<file path="src/rtl/utxo_chunk_record_parser_macros.svh">
// Assertion macros used by the chunk record parser core.
`ifndef UTXO_CHUNK_RECORD_PARSER_MACROS_SVH
`define UTXO_CHUNK_RECORD_PARSER_MACROS_SVH

// Same-cycle implication, checked on every rising edge outside reset.
`define UCRP_ASSERT_IMP(lbl, ante, cons) \
    lbl: assert property (@(posedge i_clk) disable iff (!i_rst_n) (ante) |-> (cons)) \
        else $error("ucrp assertion failed");

// Next-cycle implication, checked on every rising edge outside reset.
`define UCRP_ASSERT_NXT(lbl, ante, cons) \
    lbl: assert property (@(posedge i_clk) disable iff (!i_rst_n) (ante) |=> (cons)) \
        else $error("ucrp assertion failed");

`endif

</file>
<file path="src/rtl/ucrp_pkg.sv">
// Types, codes and constants of the chunk record parser.
package ucrp_pkg;

    localparam int APB_AW = 3;

    localparam logic [0:0]  REG_MAX_ENTRY_COUNT = 1'b0;
    localparam logic [11:0] MAX_COUNT_RST       = 12'd1000;

    localparam logic [7:0] VARINT_LEN2 = 8'd253;
    localparam logic [7:0] VARINT_LEN4 = 8'd254;

    localparam logic [5:0] COUNT_BYTES  = 6'd4;
    localparam logic [5:0] ID_BYTES     = 6'd32;
    localparam logic [5:0] INDEX_BYTES  = 6'd4;
    localparam logic [5:0] VALUE_BYTES  = 6'd8;
    localparam logic [5:0] HEIGHT_BYTES = 6'd4;
    localparam logic [5:0] LEN2_BYTES   = 6'd2;
    localparam logic [5:0] LEN4_BYTES   = 6'd4;

    typedef enum logic [3:0] {
        PH_COUNT    = 4'd0,
        PH_ID       = 4'd1,
        PH_INDEX    = 4'd2,
        PH_VALUE    = 4'd3,
        PH_HEIGHT   = 4'd4,
        PH_COINBASE = 4'd5,
        PH_LEN      = 4'd6,
        PH_SCRIPT   = 4'd7,
        PH_IGNORE   = 4'd8,
        PH_LEN2     = 4'd9,
        PH_LEN4     = 4'd10
    } t_phase;

    typedef enum logic [3:0] {
        KIND_COUNT    = 4'd0,
        KIND_ID       = 4'd1,
        KIND_INDEX    = 4'd2,
        KIND_VALUE    = 4'd3,
        KIND_HEIGHT   = 4'd4,
        KIND_COINBASE = 4'd5,
        KIND_LENGTH   = 4'd6,
        KIND_SCRIPT   = 4'd7,
        KIND_IGNORED  = 4'd8
    } t_kind;

    typedef enum logic [1:0] {
        ERR_NONE      = 2'd0,
        ERR_BAD_COUNT = 2'd1,
        ERR_TRUNCATED = 2'd2
    } t_err;

    typedef struct packed {
        t_kind       token_kind;
        logic [7:0]  data_byte;
        logic [63:0] field_value;
        logic        field_done;
        logic [11:0] entry_number;
        logic        entry_done;
        logic        chunk_done;
        t_err        parse_error;
        logic [11:0] entries_parsed;
    } t_token;

endpackage

</file>
<file path="src/rtl/ucrp_cfg.sv">
// APB register block holding the entry count limit.
module ucrp_cfg (
    input  logic                        i_clk,
    input  logic                        i_rst_n,
    input  logic                        psel,
    input  logic                        penable,
    input  logic                        pwrite,
    input  logic [ucrp_pkg::APB_AW-1:0] paddr,
    input  logic [31:0]                 pwdata,
    output logic [31:0]                 prdata,
    output logic                        pready,
    output logic [11:0]                 o_max_count
);

    logic        reg_hit;
    logic [11:0] r_max_count;

    assign pready  = 1'b1;
    assign reg_hit = (paddr[ucrp_pkg::APB_AW-1:2] == ucrp_pkg::REG_MAX_ENTRY_COUNT);

    always_ff @(posedge i_clk) begin
        if (!i_rst_n) begin
            r_max_count <= ucrp_pkg::MAX_COUNT_RST;
        end else if (psel && penable && pwrite && pready && reg_hit) begin
            r_max_count <= pwdata[11:0];
        end
    end

    assign prdata      = reg_hit ? {20'd0, r_max_count} : 32'd0;
    assign o_max_count = r_max_count;

endmodule

</file>
<file path="src/rtl/ucrp_core.sv">
// Parser state and the per-byte token logic.
`include "utxo_chunk_record_parser_macros.svh"

module ucrp_core (
    input  logic                i_clk,
    input  logic                i_rst_n,
    input  logic                i_en,
    input  logic [7:0]          i_byte,
    input  logic                i_last,
    input  logic [11:0]         i_max_count,
    output ucrp_pkg::t_token    o_token
);

    ucrp_pkg::t_phase r_phase,     n_phase;
    logic [5:0]       r_cnt,       n_cnt;
    logic [63:0]      r_acc,       n_acc;
    logic [11:0]      r_expected,  n_expected;
    logic [11:0]      r_completed, n_completed;
    logic [31:0]      r_left,      n_left;
    ucrp_pkg::t_err   r_err,       n_err;

    logic [63:0] acc_ins;
    logic [5:0]  cnt_inc;
    logic [11:0] compl_inc;
    logic [31:0] left_dec;
    logic        do_script;
    logic        do_finish;
    logic [31:0] body_len;

    // The incoming byte lands at its little-endian position in the field.
    assign acc_ins   = r_acc | ({56'd0, i_byte} << {r_cnt[2:0], 3'b000});
    assign cnt_inc   = r_cnt + 6'd1;
    assign compl_inc = r_completed + 12'd1;
    assign left_dec  = r_left - 32'd1;

    always_comb begin
        n_phase     = r_phase;
        n_cnt       = r_cnt;
        n_acc       = r_acc;
        n_expected  = r_expected;
        n_completed = r_completed;
        n_left      = r_left;
        n_err       = r_err;
        do_script   = 1'b0;
        do_finish   = 1'b0;
        body_len    = 32'd0;

        o_token.token_kind   = ucrp_pkg::KIND_IGNORED;
        o_token.data_byte    = 8'd0;
        o_token.field_value  = 64'd0;
        o_token.field_done   = 1'b0;
        o_token.entry_number = r_completed;
        o_token.entry_done   = 1'b0;
        o_token.chunk_done   = i_last;

        unique case (r_phase)
            ucrp_pkg::PH_COUNT: begin
                o_token.token_kind   = ucrp_pkg::KIND_COUNT;
                o_token.entry_number = 12'd0;
                o_token.field_value  = acc_ins;
                n_acc = acc_ins;
                n_cnt = cnt_inc;
                if (cnt_inc >= ucrp_pkg::COUNT_BYTES) begin
                    o_token.field_done = 1'b1;
                    n_cnt = 6'd0;
                    n_acc = 64'd0;
                    if ((acc_ins[31:0] == 32'd0) ||
                        (acc_ins[31:0] > {20'd0, i_max_count})) begin
                        n_err   = ucrp_pkg::ERR_BAD_COUNT;
                        n_phase = ucrp_pkg::PH_IGNORE;
                    end else begin
                        n_expected = acc_ins[11:0];
                        n_phase    = ucrp_pkg::PH_ID;
                    end
                end
            end
            ucrp_pkg::PH_ID: begin
                o_token.token_kind = ucrp_pkg::KIND_ID;
                o_token.data_byte  = i_byte;
                n_cnt = cnt_inc;
                if (cnt_inc >= ucrp_pkg::ID_BYTES) begin
                    o_token.field_done = 1'b1;
                    n_phase = ucrp_pkg::PH_INDEX;
                    n_cnt   = 6'd0;
                    n_acc   = 64'd0;
                end
            end
            ucrp_pkg::PH_INDEX, ucrp_pkg::PH_VALUE, ucrp_pkg::PH_HEIGHT: begin
                o_token.field_value = acc_ins;
                n_acc = acc_ins;
                n_cnt = cnt_inc;
                if (r_phase == ucrp_pkg::PH_INDEX) begin
                    o_token.token_kind = ucrp_pkg::KIND_INDEX;
                    if (cnt_inc >= ucrp_pkg::INDEX_BYTES) begin
                        o_token.field_done = 1'b1;
                        n_phase = ucrp_pkg::PH_VALUE;
                    end
                end else if (r_phase == ucrp_pkg::PH_VALUE) begin
                    o_token.token_kind = ucrp_pkg::KIND_VALUE;
                    if (cnt_inc >= ucrp_pkg::VALUE_BYTES) begin
                        o_token.field_done = 1'b1;
                        n_phase = ucrp_pkg::PH_HEIGHT;
                    end
                end else begin
                    o_token.token_kind = ucrp_pkg::KIND_HEIGHT;
                    if (cnt_inc >= ucrp_pkg::HEIGHT_BYTES) begin
                        o_token.field_done = 1'b1;
                        n_phase = ucrp_pkg::PH_COINBASE;
                    end
                end
                if (o_token.field_done) begin
                    n_cnt = 6'd0;
                    n_acc = 64'd0;
                end
            end
            ucrp_pkg::PH_COINBASE: begin
                o_token.token_kind  = ucrp_pkg::KIND_COINBASE;
                o_token.field_value = {63'd0, (i_byte != 8'd0)};
                o_token.field_done  = 1'b1;
                n_phase = ucrp_pkg::PH_LEN;
                n_cnt   = 6'd0;
                n_acc   = 64'd0;
            end
            ucrp_pkg::PH_LEN: begin
                o_token.token_kind  = ucrp_pkg::KIND_LENGTH;
                o_token.field_value = {56'd0, i_byte};
                n_cnt = 6'd0;
                n_acc = 64'd0;
                if (i_byte == ucrp_pkg::VARINT_LEN2) begin
                    n_phase = ucrp_pkg::PH_LEN2;
                end else if (i_byte == ucrp_pkg::VARINT_LEN4) begin
                    n_phase = ucrp_pkg::PH_LEN4;
                end else begin
                    o_token.field_done = 1'b1;
                    do_script = 1'b1;
                    body_len  = {24'd0, i_byte};
                end
            end
            ucrp_pkg::PH_LEN2, ucrp_pkg::PH_LEN4: begin
                o_token.token_kind  = ucrp_pkg::KIND_LENGTH;
                o_token.field_value = acc_ins;
                n_acc = acc_ins;
                n_cnt = cnt_inc;
                if (cnt_inc >= ((r_phase == ucrp_pkg::PH_LEN2) ?
                                ucrp_pkg::LEN2_BYTES : ucrp_pkg::LEN4_BYTES)) begin
                    o_token.field_done = 1'b1;
                    do_script = 1'b1;
                    body_len  = acc_ins[31:0];
                end
            end
            ucrp_pkg::PH_SCRIPT: begin
                o_token.token_kind = ucrp_pkg::KIND_SCRIPT;
                o_token.data_byte  = i_byte;
                n_left = left_dec;
                if (left_dec == 32'd0) begin
                    o_token.field_done = 1'b1;
                    do_finish = 1'b1;
                end
            end
            default: begin
                o_token.token_kind = ucrp_pkg::KIND_IGNORED;
            end
        endcase

        // A zero length closes the entry on the length byte itself.
        if (do_script) begin
            if (body_len == 32'd0) begin
                do_finish = 1'b1;
            end else begin
                n_left  = body_len;
                n_phase = ucrp_pkg::PH_SCRIPT;
                n_cnt   = 6'd0;
                n_acc   = 64'd0;
            end
        end

        if (do_finish) begin
            o_token.entry_done = 1'b1;
            n_completed = compl_inc;
            n_phase = (compl_inc >= r_expected) ? ucrp_pkg::PH_IGNORE : ucrp_pkg::PH_ID;
            n_cnt   = 6'd0;
            n_acc   = 64'd0;
        end

        // A chunk that ends before its last counted entry is truncated.
        if (i_last && (n_phase != ucrp_pkg::PH_IGNORE) && (n_err == ucrp_pkg::ERR_NONE)) begin
            n_err = ucrp_pkg::ERR_TRUNCATED;
        end

        o_token.parse_error    = n_err;
        o_token.entries_parsed = n_completed;
    end

    always_ff @(posedge i_clk) begin
        if (!i_rst_n || (i_en && i_last)) begin
            r_phase     <= ucrp_pkg::PH_COUNT;
            r_cnt       <= 6'd0;
            r_acc       <= 64'd0;
            r_expected  <= 12'd0;
            r_completed <= 12'd0;
            r_left      <= 32'd0;
            r_err       <= ucrp_pkg::ERR_NONE;
        end else if (i_en) begin
            r_phase     <= n_phase;
            r_cnt       <= n_cnt;
            r_acc       <= n_acc;
            r_expected  <= n_expected;
            r_completed <= n_completed;
            r_left      <= n_left;
            r_err       <= n_err;
        end
    end

    `UCRP_ASSERT_NXT(a_chunk_end_clears, i_en && i_last,
        (r_phase == ucrp_pkg::PH_COUNT) && (r_completed == 12'd0) && (r_err == ucrp_pkg::ERR_NONE))
    `UCRP_ASSERT_IMP(a_script_left_nonzero, r_phase == ucrp_pkg::PH_SCRIPT, r_left != 32'd0)
    `UCRP_ASSERT_IMP(a_error_ignores, r_err != ucrp_pkg::ERR_NONE, r_phase == ucrp_pkg::PH_IGNORE)
    `UCRP_ASSERT_IMP(a_completed_bounded, 1'b1, r_completed <= r_expected)

endmodule

</file>
<file path="src/rtl/utxo_chunk_record_parser.sv">
// Top level of the chunk record parser: stream handshake, APB port and pipeline registers.
//
// Usage: chunk bytes enter on the slave stream, one byte per request in s_tdata[7:0],
// with s_tlast high on the final byte of a chunk. Every byte gives exactly one token
// on the master stream; m_tuser carries the token kind and m_tlast repeats the chunk's
// final-byte flag. The entry count limit is written through the APB port at address 0
// while the stream is idle; pready is always high.
// A byte accepted into the input register is parsed from there and its token is captured
// in the token register, from which it is valid on the master side.
// Throughput: one byte per cycle while the receiver does not stall, set by the
// combinational parser update between the input register and the token register.
// When the receiver stalls, the token register holds and the input register takes one
// more byte only if it was empty; s_tready then stays low until the token is taken.
// Reset (synchronous, active low) empties both registers, restores the limit to 1000
// and returns the parser to the count header. After each final byte the parser
// returns to the count header on its own.
module utxo_chunk_record_parser (
    input  logic                        i_clk,
    input  logic                        i_rst_n,
    input  logic                        i_s_tvalid,
    output logic                        o_s_tready,
    input  logic [7:0]                  i_s_tdata,   // [7:0] chunk_byte
    input  logic                        i_s_tlast,
    output logic                        o_m_tvalid,
    input  logic                        i_m_tready,
    // [7:0] data_byte, [71:8] field_value, [72] field_done, [84:73] entry_number,
    // [85] entry_done, [87:86] parse_error, [99:88] entries_parsed, [103:100] zero
    output logic [103:0]                o_m_tdata,
    output logic [3:0]                  o_m_tuser,   // [3:0] token_kind
    output logic                        o_m_tlast,
    input  logic                        psel,
    input  logic                        penable,
    input  logic                        pwrite,
    input  logic [ucrp_pkg::APB_AW-1:0] paddr,
    input  logic [31:0]                 pwdata,
    output logic [31:0]                 prdata,
    output logic                        pready
);

    logic             r_in_vld;
    logic [7:0]       r_in_byte;
    logic             r_in_last;
    logic             r_out_vld;
    ucrp_pkg::t_token r_out;
    ucrp_pkg::t_token tok;
    logic [11:0]      max_count;
    logic             advance;
    logic             parse_en;

    assign advance    = !r_out_vld || i_m_tready;
    assign parse_en   = r_in_vld && advance;
    assign o_s_tready = !r_in_vld || advance;

    ucrp_cfg u_cfg (
        .i_clk       (i_clk),
        .i_rst_n     (i_rst_n),
        .psel        (psel),
        .penable     (penable),
        .pwrite      (pwrite),
        .paddr       (paddr),
        .pwdata      (pwdata),
        .prdata      (prdata),
        .pready      (pready),
        .o_max_count (max_count)
    );

    ucrp_core u_core (
        .i_clk       (i_clk),
        .i_rst_n     (i_rst_n),
        .i_en        (parse_en),
        .i_byte      (r_in_byte),
        .i_last      (r_in_last),
        .i_max_count (max_count),
        .o_token     (tok)
    );

    always_ff @(posedge i_clk) begin
        if (!i_rst_n) begin
            r_in_vld <= 1'b0;
        end else if (i_s_tvalid && o_s_tready) begin
            r_in_vld <= 1'b1;
        end else if (parse_en) begin
            r_in_vld <= 1'b0;
        end
    end

    always_ff @(posedge i_clk) begin
        if (i_s_tvalid && o_s_tready) begin
            r_in_byte <= i_s_tdata;
            r_in_last <= i_s_tlast;
        end
    end

    always_ff @(posedge i_clk) begin
        if (!i_rst_n) begin
            r_out_vld <= 1'b0;
        end else if (advance) begin
            r_out_vld <= r_in_vld;
        end
    end

    always_ff @(posedge i_clk) begin
        if (parse_en) begin
            r_out <= tok;
        end
    end

    assign o_m_tvalid = r_out_vld;
    assign o_m_tuser  = r_out.token_kind;
    assign o_m_tlast  = r_out.chunk_done;
    assign o_m_tdata  = {4'd0, r_out.entries_parsed, r_out.parse_error, r_out.entry_done,
                         r_out.entry_number, r_out.field_done, r_out.field_value,
                         r_out.data_byte};

endmodule
</file>
<file path="config.mk">
export PLATFORM = sky130hd
export DESIGN_NAME = utxo_chunk_record_parser
export DESIGN_NICKNAME = d
export VERILOG_FILES = /design/src/rtl/ucrp_pkg.sv /design/src/rtl/ucrp_cfg.sv /design/src/rtl/ucrp_core.sv /design/src/rtl/utxo_chunk_record_parser.sv
export VERILOG_INCLUDE_DIRS = /design/src /design/src/rtl
export SDC_FILE = /design/constraint.sdc
export NUM_CORES = 1
export LEC_CHECK = 0
export CAP_MARGIN = 20
export CELL_PAD_IN_SITES_DETAIL_PLACEMENT = 0
export CELL_PAD_IN_SITES_GLOBAL_PLACEMENT = 1
export CORE_MARGIN = 2
export CORE_UTILIZATION = 50
export DETAILED_ROUTE_END_ITERATION = 8
export DONT_BUFFER_PORTS = 1
export PLACE_DENSITY = 0.83
export REMOVE_ABC_BUFFERS = 1
export SLEW_MARGIN = 20
export SYNTH_ARGS = -nofsm -noshare
export SYNTH_HDL_FRONTEND = slang
export SYNTH_SLANG_ARGS = --single-unit
</file>
<file path="constraint.sdc">
create_clock -name i_clk -period 15.93 [get_ports i_clk]
set_clock_uncertainty 0.2 [all_clocks]
set_input_delay 3.9825 -clock i_clk [delete_from_list [all_inputs] [get_ports i_clk]]
set_output_delay 3.9825 -clock i_clk [all_outputs]
set_load 0.05 [all_outputs]
</file>
==> run metrics, run 1 <==
run status=finished, final reports clean; post-route antenna net violation count=0; post-layout worst setup margin=7.039 ns; All-Layer GR Usage=25.30%; Tightest Pin Transition=1.041 ns; maximum number of pins on one net before global-route repair=98; proportion of synthesized flip-flops having asynchronous set or reset=0%; remaining global-route overflow=0; data arrival time of the critical path=4.71 ns; number of filler instances in the final layout=2343; average cell area after synthesis=9.445 um^2; Distinct cells, synth=77; number of synthesis warnings=0; buffers added on ports=0; VDD IR-drop max=0.1066 mV; FF-to-FF setup slack=11.02 ns; post-cts resize count=0; final instance count without filler cells=1700; area inside the core boundary=0.02606 mm^2; total number of nets in the final design=1426; vertical die dimension=167.0 um; total number of H-tree levels=1; ports placed on the boundary=195; number of cells traversed by the worst hold path=1; DR vias=10674; Residual DRC=0; total clock sinks=260; vias in the first global route=9778; CTS Buf Count=27; clock insertion delay at the later pin of the skew report=0.56 ns; synthesized flop and latch total=260; area added between synthesis and finish=8.245%; standard cell with the maximum stage delay on the critical path=sky130_fd_sc_hd__nor2b_1; clock tree root driver cell=sky130_fd_sc_hd__clkbuf_16; RSZ-0062 raised after global routing=false; sequential fraction of design power=48.0%; path class of the lowest-slack min-delay path=reg -> reg; end of the worst register-to-register path=u_core.r_expected[5]$_SDFFE_PP0P_; buffers and inverters on the worst path=0; placement row count=59; P_int=0.001164 W; netlist area before placement=0.01328 mm^2; gate family responsible for the most delay along the worst path=simple AND/OR/NAND/NOR gates; Final Critical Period=8.891 ns; proportion of layout cells with a drive suffix above 1=8.132%; Worst Setup Slack post-DPL=7.039 ns; critical path, cell by cell=nor2b_1; maximum buffer depth of the clock tree=3; Req. time, crit path=11.75 ns; die outline area=0.02788 mm^2; Horiz. Die Dim=167.0 um; ANT cells=0; length in cells of the worst reg-to-reg path=12; Synth Flop Type=sky130_fd_sc_hd__dfxtp_1; DR pass1 iterations=5; net load switching power=0.0004345 W; sequential share of the synthesized area=47.79%; critical hold path startpoint=u_core.r_acc[29]$_SDFFE_PP0P_; relative contribution of the clock network to total power=43.5%; Final Max Slew Viols=0; initial standard-cell utilization of the core=50.96%; reg2reg start=u_core.r_cnt[2]$_SDFFE_PP0P_; summed negative setup slack over all endpoints=0 ns; Worst Path Max Fanout=14; critical path start-end classification=in -> out; DR vias/cell=6.279; Achievable Freq=112.5 MHz; global-route wire length before repair=56800 um; Max Cap Violations=0; DR iter-0 viols=1143; peak per-stage delay on the critical path=0.72 ns; per-cell routed wire length=21.45 um; final setup violating endpoints=0; headroom to the max-slew limit=30.57%; Lkg Pwr=5.519 nW; initial antenna violation count=0; hold-fix buffer count after cts=0; Post-Synthesis Cells=1406; final count of hold timing violations=0; Clk pin slew, worst setup/hold paths=0.07 ns; crit start category=input port; number of buffers added for setup after CTS=0; placed cell count=1650; CTS tree=yes; power per unit of standard cell area=111.2 mW/mm^2; Worst Hold Endpoint=u_core.r_acc[29]$_SDFFE_PP0P_; fraction of power spent switching nets=27.18%; WL final=36460 um; Logic pwr share=8.5%; portion of the clock cycle consumed by the worst path in the final layout=55.81%; GP Congestion=0.9154; placed wire-length estimate after detailed placement=23990 um; EDFF count, synth=114; critical path capture point type=primary output
routing by layer:
layer | share of wire, % | wire (um) | track usage, %
met5 | 0 | 0 | 0
met4 | 3.3 | 1221 | 9.183
met3 | 7.5 | 2751 | 3.992
met2 | 45 | 16360 | 39.24
met1 | 44 | 16130 | 35.91
registers in the layout, summed over array words and instances (netlist names), 2 cells and up:
name,count
o_m_tdata,100
o_m_tuser,4
r_in_byte,8
u_cfg.o_max_count,12
u_core.r_acc,64
u_core.r_cnt,6
u_core.r_completed,12
u_core.r_err,2
u_core.r_expected,12
u_core.r_left,32
u_core.r_phase,4
power by group through the flow:
stage / Combinational [W] / Sequential, W / Clock (W)
final: 0.000136 / 0.000767 / 0.000696
after floorplan: 0.0000850 / 0.000782 / 0
after global routing: 0.000146 / 0.000769 / 0.000732
after detailed placement: 0.000134 / 0.000782 / 0
after global placement: 0.000132 / 0.000781 / 0
after CTS: 0.000134 / 0.000767 / 0.000703
worst max-delay path by stage:
stage                     startpoint                            end  slack, ns  depth (start not counted)
after floorplan           i_m_tready  u_core.r_acc[10]$_SDFFE_PP0P_       5.31                          8
after global placement      paddr[2]                      prdata[0]       7.06                          1
after detailed placement    paddr[2]                      prdata[0]       7.04                          1
after CTS                   paddr[2]                      prdata[0]       7.04                          1
after global routing        paddr[2]                      prdata[0]       7.03                          1
final                       paddr[2]                      prdata[0]       7.04                          1
cells in the final DEF, fill, tap and decap left out, types with 6 or more instances in the layout:
| cell | instances |
|---|---|
| sky130_fd_sc_hd__nor3_1 | 30 |
| sky130_fd_sc_hd__o31ai_1 | 21 |
| sky130_fd_sc_hd__conb_1 | 25 |
| sky130_fd_sc_hd__or4_1 | 11 |
| sky130_fd_sc_hd__ha_1 | 31 |
| sky130_fd_sc_hd__o211ai_1 | 10 |
| sky130_fd_sc_hd__nor2b_1 | 32 |
| sky130_fd_sc_hd__and3_1 | 16 |
| sky130_fd_sc_hd__xor2_1 | 17 |
| sky130_fd_sc_hd__o21ai_0 | 45 |
| sky130_fd_sc_hd__or3_1 | 9 |
| sky130_fd_sc_hd__nand4_1 | 23 |
| sky130_fd_sc_hd__nor4_1 | 19 |
| sky130_fd_sc_hd__o221a_2 | 12 |
| sky130_fd_sc_hd__a2111oi_0 | 10 |
| sky130_fd_sc_hd__edfxtp_1 | 114 |
| sky130_fd_sc_hd__clkbuf_16 | 32 |
| sky130_fd_sc_hd__nor4bb_1 | 6 |
| sky130_fd_sc_hd__nand2b_1 | 15 |
| sky130_fd_sc_hd__inv_1 | 49 |
| sky130_fd_sc_hd__a22oi_1 | 14 |
| sky130_fd_sc_hd__a21oi_1 | 103 |
| sky130_fd_sc_hd__o21a_1 | 7 |
| sky130_fd_sc_hd__mux2i_1 | 10 |
| sky130_fd_sc_hd__and2_1 | 17 |
| sky130_fd_sc_hd__buf_4 | 29 |
| sky130_fd_sc_hd__a21boi_0 | 7 |
| sky130_fd_sc_hd__o2bb2ai_1 | 23 |
| sky130_fd_sc_hd__a211oi_1 | 15 |
| sky130_fd_sc_hd__a22o_1 | 14 |
| sky130_fd_sc_hd__nor2_1 | 154 |
| sky130_fd_sc_hd__xnor2_1 | 18 |
| sky130_fd_sc_hd__nand3_1 | 28 |
| sky130_fd_sc_hd__nand2_1 | 103 |
| sky130_fd_sc_hd__dfxtp_1 | 146 |
| sky130_fd_sc_hd__a31oi_1 | 12 |
| sky130_fd_sc_hd__a32o_1 | 32 |
cell usage after synthesis (7+ instances only):
cell | instances | area [um^2]
sky130_fd_sc_hd__mux2i_1 | 10 | 100.1
sky130_fd_sc_hd__a21boi_0 | 7 | 52.55
sky130_fd_sc_hd__a32o_1 | 32 | 320.3
sky130_fd_sc_hd__and2_1 | 16 | 100.1
sky130_fd_sc_hd__a211oi_1 | 15 | 112.6
sky130_fd_sc_hd__o21ai_0 | 45 | 225.2
sky130_fd_sc_hd__nor2_1 | 154 | 578.1
sky130_fd_sc_hd__or3_1 | 9 | 56.30
sky130_fd_sc_hd__buf_4 | 26 | 195.2
sky130_fd_sc_hd__nand2_1 | 104 | 390.4
sky130_fd_sc_hd__o211ai_1 | 10 | 75.07
sky130_fd_sc_hd__o31ai_1 | 23 | 172.7
sky130_fd_sc_hd__nand3_1 | 28 | 140.1
sky130_fd_sc_hd__a22o_1 | 14 | 122.6
sky130_fd_sc_hd__and3_1 | 16 | 100.1
sky130_fd_sc_hd__a2111oi_0 | 10 | 87.58
sky130_fd_sc_hd__buf_2 | 17 | 85.08
sky130_fd_sc_hd__a22oi_1 | 14 | 105.1
sky130_fd_sc_hd__nor3_1 | 30 | 150.1
sky130_fd_sc_hd__clkbuf_1 | 89 | 334.1
sky130_fd_sc_hd__a31oi_1 | 12 | 75.07
sky130_fd_sc_hd__o2bb2ai_1 | 23 | 201.4
sky130_fd_sc_hd__dfxtp_1 | 146 | 2923
sky130_fd_sc_hd__a21oi_1 | 104 | 520.5
sky130_fd_sc_hd__o21a_1 | 7 | 52.55
sky130_fd_sc_hd__o221a_2 | 12 | 135.1
sky130_fd_sc_hd__nand2b_1 | 15 | 93.84
sky130_fd_sc_hd__nor2b_1 | 32 | 200.2
sky130_fd_sc_hd__nor4_1 | 20 | 125.1
sky130_fd_sc_hd__or4_1 | 11 | 82.58
sky130_fd_sc_hd__nand4_1 | 23 | 143.9
sky130_fd_sc_hd__inv_1 | 50 | 187.7
sky130_fd_sc_hd__xor2_1 | 17 | 148.9
sky130_fd_sc_hd__xnor2_1 | 18 | 157.7
sky130_fd_sc_hd__edfxtp_1 | 114 | 3423
sky130_fd_sc_hd__ha_1 | 31 | 387.9
cell type report:
class	count	area, um^2	share of cell area [%]
timing repair buffer	29	217.7	1.515
clock inverter	12	158.9	1.105
tap	335	419.2	2.916
clock buffer	38	833.3	5.797
sequential	260	6346	44.15
inverter	51	196.4	1.367
multi-input combinational	975	6202	43.15
kinds of logic after synthesis:
group / share of synthesized area, %
compound gates: 19.88
buf+inv: 6.718
mux: 0.9234
other cells: 0.05656
flops: 47.79
fa+ha+maj: 2.921
xor+xnor: 2.308
simple gates: 19.40
stage by stage:
step,instance area [um^2],hold WS (ns),utilization [%],total power [W]
finish,14370,0.2632,55.16,0.001599
floorplan,12660,0.2331,-,0.0008670
detailed placement,13380,0.2471,51.35,0.0009154
global placement,13380,0.2443,51.35,0.0009136
global route,14370,0.2773,55.16,0.001647
CTS,14370,0.2664,55.16,0.001605
No activity file was read; power rests on OpenSTA's default activity.
==> inputs of run 2 (changes only) <==
CORE_UTILIZATION = 49   (was 50)
PLACE_DENSITY = 0.82   (was 0.83)
clock period = 8.95 ns   (was 15.93 ns; I/O delays follow)
==> run 2 against run 1 <==
  * Global-route usage shrank 0.81 points
  * Worst hold slack gained 0.0013 ns
  * Wire length shrank 2.1%
  * Critical endpoint unchanged
  * Highest routed layer unchanged
==> run metrics, run 2 (synthesized netlist as in run 1, its figures left out) <==
ports placed on the boundary=195; Worst Setup Slack post-DPL=3.495 ns; hold-fix buffer count after cts=0; Clk pin slew, worst setup/hold paths=0.07 ns; headroom to the max-slew limit=32.61%; CTS Buf Count=28; placed standard-cell area=0.01337 mm^2; most common library cell in the layout ignoring fill and taps=sky130_fd_sc_hd__nor2_1; DR pass1 iterations=5; proportion of layout cells with a drive suffix above 1=8.205%; GP Congestion=0.9057; post-cts resize count=0; All-Layer GR Usage=24.49%; remaining global-route overflow=0; summed negative setup slack over all endpoints=0 ns; vertical die dimension=168.6 um; highest-count cells in the layout ignoring fill and taps=sky130_fd_sc_hd__nor2_1, sky130_fd_sc_hd__dfxtp_1, sky130_fd_sc_hd__edfxtp_1, sky130_fd_sc_hd__nand2_1, sky130_fd_sc_hd__a21oi_1; final setup violating endpoints=0; Final Max Slew Viols=0; Horiz. Die Dim=168.6 um; critical path, cell by cell=nor2b_1; standard cell with the maximum stage delay on the critical path=sky130_fd_sc_hd__nor2b_1; Final Critical Period=5.374 ns; DR vias=10506; total number of H-tree levels=1; Tightest Pin Transition=1.011 ns; global-route wire length before repair=55470 um; peak per-stage delay on the critical path=0.70 ns; vias in the first global route=9637; total number of nets in the final design=1425; RSZ-0062 raised after global routing=false; buffers added on ports=0; maximum number of pins on one net before global-route repair=94; critical path capture point type=primary output; post-route antenna net violation count=0; DR iter-0 viols=1055; initial standard-cell utilization of the core=49.55%; final count of hold timing violations=0; die outline area=0.02843 mm^2; total clock sinks=260; number of buffers added for setup after CTS=0; path class of the lowest-slack min-delay path=reg -> reg; data arrival time of the critical path=2.94 ns; post-layout worst setup margin=3.576 ns; CTS tree=yes; buffers and inverters on the worst path=0; fin area=0.01437 mm^2; VDD IR-drop max=0.1516 mV; Lkg Pwr=5.518 nW; placed wire-length estimate after detailed placement=23590 um; initial antenna violation count=0; area inside the core boundary=0.02680 mm^2; clock tree root driver cell=sky130_fd_sc_hd__clkbuf_16; Residual DRC=0; maximum buffer depth of the clock tree=3; power per unit of standard cell area=198.2 mW/mm^2; DR vias/cell=6.158; area added between synthesis and finish=8.235%; run status=finished, final reports clean; placement row count=60; per-cell routed wire length=20.93 um; Achievable Freq=186.1 MHz; clock insertion delay at the later pin of the skew report=0.56 ns; placed cell count=1654; crit start category=input port; flip-flop count of the largest register after layout=100; Worst Path Max Fanout=14; final instance count without filler cells=1706; ANT cells=0; critical path start-end classification=in -> out; Req. time, crit path=6.51 ns; portion of the clock cycle consumed by the worst path in the final layout=60.05%; gate family responsible for the most delay along the worst path=simple AND/OR/NAND/NOR gates; WL final=35700 um; Max Cap Violations=0
[run 2: changes by cell type in the layout (fill, tap and decap cells not counted), moves of 2 or more]
cell and change:
sky130_fd_sc_hd__buf_4 -2, sky130_fd_sc_hd__bufinv_16 +2, sky130_fd_sc_hd__clkbuf_1 -3, sky130_fd_sc_hd__clkbuf_16 -4, sky130_fd_sc_hd__clkbuf_8 +2, sky130_fd_sc_hd__inv_4 +2, sky130_fd_sc_hd__inv_6 +2
[run 2: per-stage QoR]
| step | total power [W] | util, % | hold WS [ns] |
|---|---|---|---|
| 2_1_floorplan | 0.001543 | - | 0.2331 |
| 3_3_place_gp | 0.001621 | 49.88 | 0.2445 |
| 3_5_place_dp | 0.001622 | 49.89 | 0.2493 |
| 4_1_cts | 0.002864 | 53.63 | 0.2667 |
| 5_1_grt | 0.002929 | 53.63 | 0.2766 |
| 6_report | 0.002849 | 53.63 | 0.2645 |
[run 2: layout make-up]
class,count,area (um^2)
multi-input cells,975,6198
clock buffers,33,749.5
well taps,341,426.7
clock inverters,19,252.7
inverters,51,196.4
fillers,2411,12430
flip-flops and latches,260,6346
repair buffers,27,202.7
[run 2: metal layers]
layer  GRT usage (%)  share of wire (%)  up-vias
li1                -                  -     4993
met1           34.17                 45     5058
met2           39.31                 46      401
met3           4.559                6.8       54
met4           6.597                2.5        0
met5               0                  0        -
[run 2: path summary, 6_finish.rpt]
| kind | start | endpoint | slack (ns) | cells after the start |
|---|---|---|---|---|
| min reg2reg | u_cfg.o_max_count[2]$_SDFFE_PN0P_ | u_cfg.o_max_count[2]$_SDFFE_PN0P_ | 0.26 | 2 |
| max reg2reg | u_core.r_cnt[2]$_SDFFE_PP0P_ | u_core.r_expected[11]$_SDFFE_PP0P_ | 4.03 | 12 |
| min | u_cfg.o_max_count[2]$_SDFFE_PN0P_ | u_cfg.o_max_count[2]$_SDFFE_PN0P_ | 0.26 | 2 |
| max | paddr[2] | prdata[0] | 3.58 | 1 |
[run 2: where the power goes]
group          total (W)  internal [W]  leakage (nW)  switching (W)
clock            0.00125      0.000750         0.493       0.000499
sequential       0.00136       0.00127          2.26      0.0000903
combinational   0.000237     0.0000558          2.76       0.000181
total            0.00285       0.00208          5.52       0.000771
==> inputs of run 3 (changes only) <==
clock period = 5.2 ns   (was 8.95 ns; I/O delays follow)
==> run 3 against run 2 <==
  * Die area did not move
  * Sequential power rose by 73%
  * Largest power group unchanged
  * Worst hold slack got worse by 0.0017 ns
  * Flip-flop and latch count did not move
  * Combinational power rose by 85%
  * Worst setup slack got worse by 2.7 ns
  * Global-route usage rose by 0.82 points
  * Critical path type is now reg -> reg
==> run metrics, run 3 (synthesized netlist as in run 1, its figures left out) <==
vias in the first global route=9857; Horiz. Die Dim=168.6 um; total number of nets in the final design=1451; CTS Buf Count=28; ports placed on the boundary=195; area added between synthesis and finish=9.959%; run status=finished, final reports clean; RSZ-0062 raised after global routing=false; crit start category=register; number of filler instances in the final layout=2405; path class of the lowest-slack min-delay path=reg -> reg; placed wire-length estimate after detailed placement=24660 um; area inside the core boundary=0.02680 mm^2; Achievable Freq=233.9 MHz; highest-count cells in the layout ignoring fill and taps=sky130_fd_sc_hd__nor2_1, sky130_fd_sc_hd__dfxtp_1, sky130_fd_sc_hd__edfxtp_1, sky130_fd_sc_hd__nand2_1, sky130_fd_sc_hd__a21oi_1; Tightest Pin Transition=0.9309 ns; clock tree root driver cell=sky130_fd_sc_hd__clkbuf_16; proportion of layout cells with a drive suffix above 1=9.712%; final instance count without filler cells=1732; Clk pin slew, worst setup/hold paths=0.06 ns; remaining global-route overflow=0; DR vias=10719; DR vias/cell=6.189; critical path capture point type=register; VDD IR-drop max=0.2867 mV; Worst path most repeated cell=sky130_fd_sc_hd__a21oi_1; WL final=36570 um; All-Layer GR Usage=25.32%; Final Max Slew Viols=0; maximum number of pins on one net before global-route repair=74; flip-flop count of the largest register after layout=100; peak per-stage delay on the critical path=0.69 ns; maximum buffer depth of the clock tree=3; Req. time, crit path=5.30 ns; DR iter-0 viols=912; Worst Path Max Fanout=10; portion of the clock cycle consumed by the worst path in the final layout=82.22%; Residual DRC=0; per-cell routed wire length=21.11 um; final count of hold timing violations=0; number of buffers added for setup after CTS=0; global-route wire length before repair=56900 um; headroom to the max-slew limit=37.81%; total clock sinks=260; power per unit of standard cell area=342.0 mW/mm^2; Max Cap Violations=0; total power draw=0.004993 W; placement row count=60; utilization after layout=54.48%; CTS tree=yes; initial antenna violation count=1; Lkg Pwr=5.644 nW; vertical die dimension=168.6 um; GP Congestion=0.9023; Final Critical Period=4.276 ns; critical path, cell by cell=nor2b_1 -> a21oi_1 -> inv_1 -> ha_1 -> a21oi_1 -> nand2_1 -> a21oi_1 -> a31oi_1 -> or4b_1 -> nand3_1 -> a2111oi_0 -> a2111oi_0; total number of H-tree levels=1; buffers added on ports=0; initial standard-cell utilization of the core=49.55%; placed cell count=1680; most common library cell in the layout ignoring fill and taps=sky130_fd_sc_hd__nor2_1; DR pass1 iterations=6; standard cell with the maximum stage delay on the critical path=sky130_fd_sc_hd__nor2b_1; die outline area=0.02843 mm^2; hold-fix buffer count after cts=0; post-route antenna net violation count=0; clock insertion delay at the later pin of the skew report=0.58 ns; critical path start-end classification=reg -> reg; final setup violating endpoints=0; post-cts resize count=0; data arrival time of the critical path=4.37 ns
-- run 3: cell types whose count changed in the layout (fill, tap and decap cells not counted), moves of 2 or more --
cell and delta:
sky130_fd_sc_hd__buf_4 +26, sky130_fd_sc_hd__bufinv_16 +2, sky130_fd_sc_hd__clkbuf_8 -3, sky130_fd_sc_hd__inv_4 -3, sky130_fd_sc_hd__clkinv_1 +3, sky130_fd_sc_hd__clkinv_4 +2
-- run 3: critical path: cells and delay by family, from the launching register on --
family,cells,cell delay [ns]
AND/OR/NAND/NOR,4,1.53
AO/OA/AOI/OAI,6,1.34
flip-flops,1,0.56
adder cells (fa/ha/maj),1,0.26
buffers and inverters,1,0.11
-- run 3: through the flow --
| step | setup slack [ns] | hold slack [ns] | cell area [um^2] | setup TNS [ns] |
|---|---|---|---|---|
| 6_report | 0.9244 | 0.2628 | 14600 | 0 |
| 5_1_grt | 0.6346 | 0.2786 | 14600 | 0 |
| 4_1_cts | 0.9242 | 0.2660 | 14600 | 0 |
| 3_5_place_dp | 1.007 | 0.2471 | 13560 | 0 |
| 3_3_place_gp | 1.045 | 0.2452 | 13560 | 0 |
| 2_1_floorplan | -2.735 | 0.2331 | 12660 | -257.30 |
-- run 3: where the power goes --
part,internal (W),leakage [nW],switching [W]
registers,0.00219,2.26,0.000158
clock network,0.00134,0.494,0.000862
logic,0.000114,2.89,0.000324
total,0.00365,5.64,0.00134
-- run 3: area by class of cell --
| class | count | area, um^2 | area share [%] |
|---|---|---|---|
| Antenna cell | 1 | 2.502 | 0.01714 |
| Clock inverter | 22 | 330.3 | 2.262 |
| Clock buffer | 29 | 704.4 | 4.824 |
| Tap cell | 341 | 426.7 | 2.922 |
| Inverter | 51 | 196.4 | 1.345 |
| Timing Repair Buffer | 53 | 397.9 | 2.725 |
| Multi-Input combinational cell | 975 | 6197 | 42.44 |
| Sequential cell | 260 | 6346 | 43.46 |
-- run 3: worst paths after layout --
kind / to / from / slack [ns] / depth (start not counted)
worst max-delay path: o_m_tdata[87]$_DFFE_PP_ / u_core.r_cnt[0]$_SDFFE_PP0P_ / 0.92 / 12
worst min-delay path: u_cfg.o_max_count[4]$_SDFFE_PN0P_ / u_cfg.o_max_count[4]$_SDFFE_PN0P_ / 0.26 / 2
worst max register to register: o_m_tdata[87]$_DFFE_PP_ / u_core.r_cnt[0]$_SDFFE_PP0P_ / 0.92 / 12
worst min register to register: u_cfg.o_max_count[4]$_SDFFE_PN0P_ / u_cfg.o_max_count[4]$_SDFFE_PN0P_ / 0.26 / 2
-- run 3: metal layers --
metal | GRT usage (%) | vias up | wire, um
met1 | 35.86 | 5189 | 16400
met3 | 4.910 | 58 | 2646
met4 | 8.171 | 0 | 1021
met5 | 0 | - | 0
met2 | 39.18 | 419 | 16500
li1 | - | 5053 | -
